**src/tws_pkg.sv**
```systemverilog
// Package: shared widths, constants and lane result type for the window statistics core.
package tws_pkg;

  localparam int unsigned MaxAxes       = 3;
  localparam int unsigned SampleW       = 16;
  localparam int unsigned SumW          = 33;
  localparam int unsigned SqSumW        = 47;
  localparam int unsigned CountW        = 16;
  localparam int unsigned VarW          = 31;
  localparam int unsigned StdW          = 16;
  localparam logic [CountW-1:0] WindowReset = 16'd6000;

  typedef struct packed {
    logic signed [SampleW-1:0] mean;
    logic [VarW-1:0]           variance;
    logic [StdW-1:0]           std_dev;
    logic signed [SampleW-1:0] min_val;
    logic signed [SampleW-1:0] max_val;
  } lane_result_t;

endpackage

```
**src/tws_lane.sv**
```systemverilog
// One axis lane: window accumulators plus serial divide and square-root for the statistics.
module tws_lane (
  input  logic                                 clk_i,
  input  logic                                 rst_ni,
  input  logic                                 acc_i,
  input  logic                                 clear_i,
  input  logic                                 first_i,
  input  logic signed [tws_pkg::SampleW-1:0]   sample_i,
  input  logic                                 start_i,
  input  logic [tws_pkg::CountW-1:0]           count_i,
  output logic                                 done_o,
  output tws_pkg::lane_result_t                result_o
);

  typedef enum logic [2:0] {
    StIdle, StDivSum, StDivSq, StMul, StVar, StSqrt, StDone
  } state_e;

  localparam int unsigned DivW = tws_pkg::SqSumW;

  state_e state_q;
  logic signed [tws_pkg::SumW-1:0]   sum_q;
  logic [tws_pkg::SqSumW-1:0]        sqsum_q;
  logic signed [tws_pkg::SampleW-1:0] min_q, max_q;

  logic [DivW-1:0]                  dividend_q;
  logic [tws_pkg::CountW:0]         rem_q;
  logic [5:0]                       bit_q;
  logic                             neg_q;
  logic signed [tws_pkg::SampleW-1:0] mean_q;
  logic [31:0]                      msq_q;
  logic [DivW-1:0]                  quot_q;
  logic [31:0]                      rad_q, root_q, sbit_q;
  logic [tws_pkg::VarW-1:0]         var_q;

  logic signed [tws_pkg::SumW-1:0]  sum_d;
  logic [31:0]                      sq_d;
  logic [tws_pkg::CountW+1:0]       shifted;
  logic [DivW-1:0]                  sum_abs;
  logic [32:0]                      rb;

  assign sq_d    = 32'($signed(sample_i) * $signed(sample_i));
  assign shifted = {rem_q, dividend_q[DivW-1]};
  assign sum_abs = sum_q[tws_pkg::SumW-1] ? DivW'(-sum_q) : DivW'(sum_q);
  assign rb      = 33'(root_q) + 33'(sbit_q);

  always_comb begin
    sum_d = clear_i ? '0 : sum_q;
  end

  always_ff @(posedge clk_i or negedge rst_ni) begin
    if (!rst_ni) begin
      state_q <= StIdle;
      sum_q   <= '0;
      sqsum_q <= '0;
      min_q   <= '0;
      max_q   <= '0;
    end else begin
      if (acc_i) begin
        sum_q   <= sum_d + tws_pkg::SumW'(sample_i);
        sqsum_q <= (clear_i ? '0 : sqsum_q) + tws_pkg::SqSumW'(sq_d);
        if (first_i || sample_i < min_q) min_q <= sample_i;
        if (first_i || sample_i > max_q) max_q <= sample_i;
      end
      case (state_q)
        StIdle: begin
          if (start_i) begin
            dividend_q <= sum_abs;
            neg_q      <= sum_q[tws_pkg::SumW-1];
            rem_q      <= '0;
            bit_q      <= 6'(DivW - 1);
            result_o.min_val <= min_q;
            result_o.max_val <= max_q;
            sum_q   <= '0;
            state_q <= StDivSum;
          end
        end
        StDivSum, StDivSq: begin
          if (shifted >= {1'b0, count_i}) begin
            rem_q      <= (tws_pkg::CountW+1)'(shifted - {1'b0, count_i});
            dividend_q <= {dividend_q[DivW-2:0], 1'b1};
          end else begin
            rem_q      <= shifted[tws_pkg::CountW:0];
            dividend_q <= {dividend_q[DivW-2:0], 1'b0};
          end
          if (bit_q != '0) begin
            bit_q <= bit_q - 6'd1;
          end else if (state_q == StDivSum) begin
            mean_q <= neg_q ? -tws_pkg::SampleW'(dividend_q[tws_pkg::SampleW-2:0] << 1
                                                  | tws_pkg::SampleW'(shifted >= {1'b0, count_i}))
                            : tws_pkg::SampleW'({dividend_q[DivW-2:0],
                                                 shifted >= {1'b0, count_i}});
            dividend_q <= sqsum_q;
            sqsum_q    <= '0;
            rem_q      <= '0;
            bit_q      <= 6'(DivW - 1);
            state_q    <= StDivSq;
          end else begin
            quot_q  <= {dividend_q[DivW-2:0], shifted >= {1'b0, count_i}};
            state_q <= StMul;
          end
        end
        StMul: begin
          msq_q   <= 32'($signed(mean_q) * $signed(mean_q));
          state_q <= StVar;
        end
        StVar: begin
          if (quot_q >= DivW'(msq_q)) begin
            if (quot_q - DivW'(msq_q) > DivW'(32'h7FFF_FFFF)) var_q <= '1;
            else var_q <= tws_pkg::VarW'(quot_q - DivW'(msq_q));
          end else begin
            var_q <= '0;
          end
          rad_q   <= '0;
          root_q  <= '0;
          sbit_q  <= 32'h4000_0000;
          state_q <= StSqrt;
        end
        StSqrt: begin
          if (sbit_q == 32'h4000_0000) rad_q <= 32'(var_q);
          if ((sbit_q == 32'h4000_0000 ? 33'(var_q) : 33'(rad_q)) >= rb) begin
            rad_q  <= 32'((sbit_q == 32'h4000_0000 ? 33'(var_q) : 33'(rad_q)) - rb);
            root_q <= (root_q >> 1) + sbit_q;
          end else begin
            root_q <= root_q >> 1;
          end
          sbit_q <= sbit_q >> 2;
          if (sbit_q == 32'd1) state_q <= StDone;
        end
        StDone: begin
          result_o.mean     <= mean_q;
          result_o.variance <= var_q;
          result_o.std_dev  <= tws_pkg::StdW'(root_q);
          state_q <= StIdle;
        end
        default: state_q <= StIdle;
      endcase
    end
  end

  assign done_o = (state_q == StDone);

endmodule

```
**config.mk**
```make
export PLATFORM = sky130hd
export DESIGN_NAME = tws_lane
export DESIGN_NICKNAME = d
export VERILOG_FILES = /design/src/tws_pkg.sv /design/src/tws_lane.sv
export SDC_FILE = /design/constraint.sdc
export NUM_CORES = 2
export LEC_CHECK = 0
export BUFFER_PORTS_ARGS = -buffer_cell sky130_fd_sc_hd__buf_2
export CORE_MARGIN = 2
export CORE_UTILIZATION = 58
export DETAILED_ROUTE_END_ITERATION = 12
export PLACE_DENSITY = 0.77
export SLEW_MARGIN = 0
export SYNTH_ARGS = -nofsm -noshare
export SYNTH_HDL_FRONTEND = slang
export SYNTH_SLANG_ARGS = --single-unit
```
**constraint.sdc**
```tcl
create_clock -name clk_i -period 6.1 [get_ports clk_i]
set_input_delay 0 -clock clk_i [delete_from_list [all_inputs] [get_ports clk_i]]
set_output_delay 0 -clock clk_i [all_outputs]
set_load 0.02 [all_outputs]
```
==> qor.txt <==
clock period minus worst slack: 6620 ps
Post-synth EDFFs: 371
fin crit share: 108%
DR pass1 iterations: 7
cell count after synthesis: 4945
largest net degree at the start of global routing: 100
DRC viols: 0
YS warnings: 0
status: finished, violations left
Synth Net Count: 5850
Max Freq: 151 MHz
Reg clk slew, reported paths: 60 ps
most common cell after layout, fill and taps aside: inv_1
Netlist Area Pre-Place: 48100 um^2
clock buffer depth: 3
unrepaired setup endpoints after global routing: true
Yosys top cell by area: edfxtp_1
antenna-violating nets left: 0
drt via density: 5.78
Initial Util: 58.6%
Setup WS post-layout: -517 ps
layout cells sized above 1: 20.2%
Area contributors post-synth: edfxtp_1 (23%), fa_1 (20%), ha_1 (10%), inv_1 (6.2%), dfrtp_1 (6.0%)
post-DR wirelength/cell: 19.4 um
antenna violations before repair: 0
die area: 85300 um^2
HP Class: input port to flip-flop
via count: 38427
commonest non-fill, non-tap cells in the layout: inv_1 (743), buf_4 (472), fa_1 (463)
Post-Route Utilization: 70.1%
number of DRC markers in iteration 0: 2995
total of max-cap violations: 0
Area Growth Syn to Fin: 19.6%
# nets final: 6438
number of global-route vias before repair: 39337
Core ar.: 82100 um^2
Skew-Pair Late Insertion Delay: 670 ps
die height: 292 um
register area share after synthesis: 29.1%
Final Hold Violating Endpoints: 0
WP data required: 6630 ps
first-pass GRT wire length: 201 mm
CTS tree: built
max_slew headroom: 22.2%
GPL Wtd Cong: 0.928
Boundary Pins: 134
global route overflow: 0
Yosys top cell area share: 23.1%
Worst setup SP type: input port
# setup viols final: 38
Max H-tree Level: 2
Worst Path Arrival: 7140 ps
flops & latches, synth: 486
Synth Area per Inst: 9.74 um^2
asr flop ratio synth: 23.7%
Core Rows: 105
Non-Filler Instances: 6651
critical path class: input port to flip-flop
crit-path most repeated cell: fa_1
Total GRT Usage: 29.3%
prevailing post-synth register cell: edfxtp_1
crit path capture type: flip-flop
I/O Buffers: 133
total wire length: 129 mm
Post-DP HPWL: 94.0 mm
Yosys cell types: 80
Layout fillers: 5792
failing checks: setup timing
Critical Path Fanout Max: 6
Cells after DPL: 6434
slowest stage delay, CP: 560 ps
ANT cells: 0
Die X: 292 um
clk sinks: 486
pins over their slew limit: 0
clk_skew: 64.7 ps
Root Driver: clkbuf_16
Slowest-stage cell, CP: fa_1
Slew @ Worst Pin: 1160 ps
TritonCTS buffer count: 56
-- flip-flops by register name, indices dropped and copies added (netlist names) --
signal      count
result_o       95
dividend_q     47
quot_q         47
sqsum_q        47
sum_q          33
rad_q          32
root_q         32
msq_q          31
var_q          31
rem_q          17
max_q          16
mean_q         16
min_q          16
sbit_q         16
bit_q           6
state_q         3
neg_q           1
-- stage by stage --
step           area (um^2)  setup TNS [ps]  setup WS, ps  hold slack (ps)
2_1_floorplan        48500          -13430          -694             -296
3_3_place_gp         53200          -28120         -1050            -65.4
3_5_place_dp         53200          -34030         -1190            -61.7
4_1_cts              56200           -8940          -402             10.3
5_1_grt              57600          -22900          -806             65.0
6_report             57600          -13100          -517             20.2
-- layer usage --
| metal | share of wire, % | vias to the layer above | GRT usage, % | wire (um) |
|---|---|---|---|---|
| met5 | 0 | - | 0 | 0 |
| met4 | 4.7 | 0 | 12.2 | 6100 |
| met3 | 6.3 | 327 | 3.38 | 8100 |
| met2 | 49 | 1364 | 50.5 | 63600 |
| met1 | 40 | 18875 | 37.6 | 51300 |
| li1 | - | 17861 | - | - |
-- cell usage after synthesis (43+ instances only) --
cell type  instances
a211oi_1          57
a21o_1            94
a21oi_1          277
a31oi_1           43
and2_1            97
and3_1            43
clkbuf_1         153
dfrtp_1          115
edfxtp_1         371
fa_1             480
ha_1             387
inv_1            789
mux2_2            49
mux2i_1           65
nand2_1          379
nand2b_1          48
nand3_1           54
nand4_1           43
nor2_1           305
nor2b_1          103
nor3_1            78
o21ai_0          196
or3_1             61
xnor2_1          193
xor2_1           108
-- path summary, 6_finish.rpt --
kind / from / to / slack [ps] / cells past startpoint
worst max-delay path: sample_i[10] / sqsum_q[35] / -520 / 28
worst min-delay path: sample_i[0] / sum_q[0] / 20 / 5
worst max register to register: mean_q[2] / msq_q[30] / -500 / 25
worst min register to register: dividend_q[32] / quot_q[33] / 420 / 0
max in group asynchronous: rst_ni / sqsum_q[3] / 4810 / 3
min in group asynchronous: rst_ni / sqsum_q[40] / 50 / 3
-- critical path, delay by kind of cell --
kind | cells | cell delay [ps]
and+or+nand+nor | 2 | 590
buffers and inverters | 6 | 550
AOI/OAI and AO/OA | 11 | 2160
adders and majority gates | 8 | 3740
xor gates and xnor gates | 1 | 100
-- cells by family (layout without fill, tap and decap cells) --
logic type | after synthesis | after routing | synth area share, %
compound gates | 918 | 920 | 12.1
xor+xnor | 301 | 301 | 5.48
fa+ha+maj | 867 | 867 | 30.0
buf+inv | 961 | 1594 | 7.58
flops | 486 | 486 | 29.1
mux | 114 | 114 | 2.50
simple gates | 1298 | 1299 | 13.2
-- final cells by class --
class | count | area, um^2 | share of cell area [%]
clock buffer | 70 | 1500 | 2.61
clock inverter | 36 | 479 | 0.833
inverter | 795 | 3010 | 5.22
tap | 1070 | 1340 | 2.33
sequential | 486 | 14000 | 24.4
timing repair buffer | 693 | 5360 | 9.32
multi-input combinational | 3501 | 31800 | 55.3
-- repair_timing --
| action | 4_1_cts | 5_1_grt |
|---|---|---|
| gates resized for setup | 147 | 240 |
| endpoints found under the hold margin | 153 | 4 |
| gates cloned | 1 | 4 |
| hold buffers | 16 | 2 |
| pin swaps | 112 | 190 |
| endpoints found under the setup margin | 40 | 102 |
| buffers inserted | 33 | 62 |
Power is not shown: default switching activity piles up to over one toggle a cycle in this logic, so the estimate is an artifact.
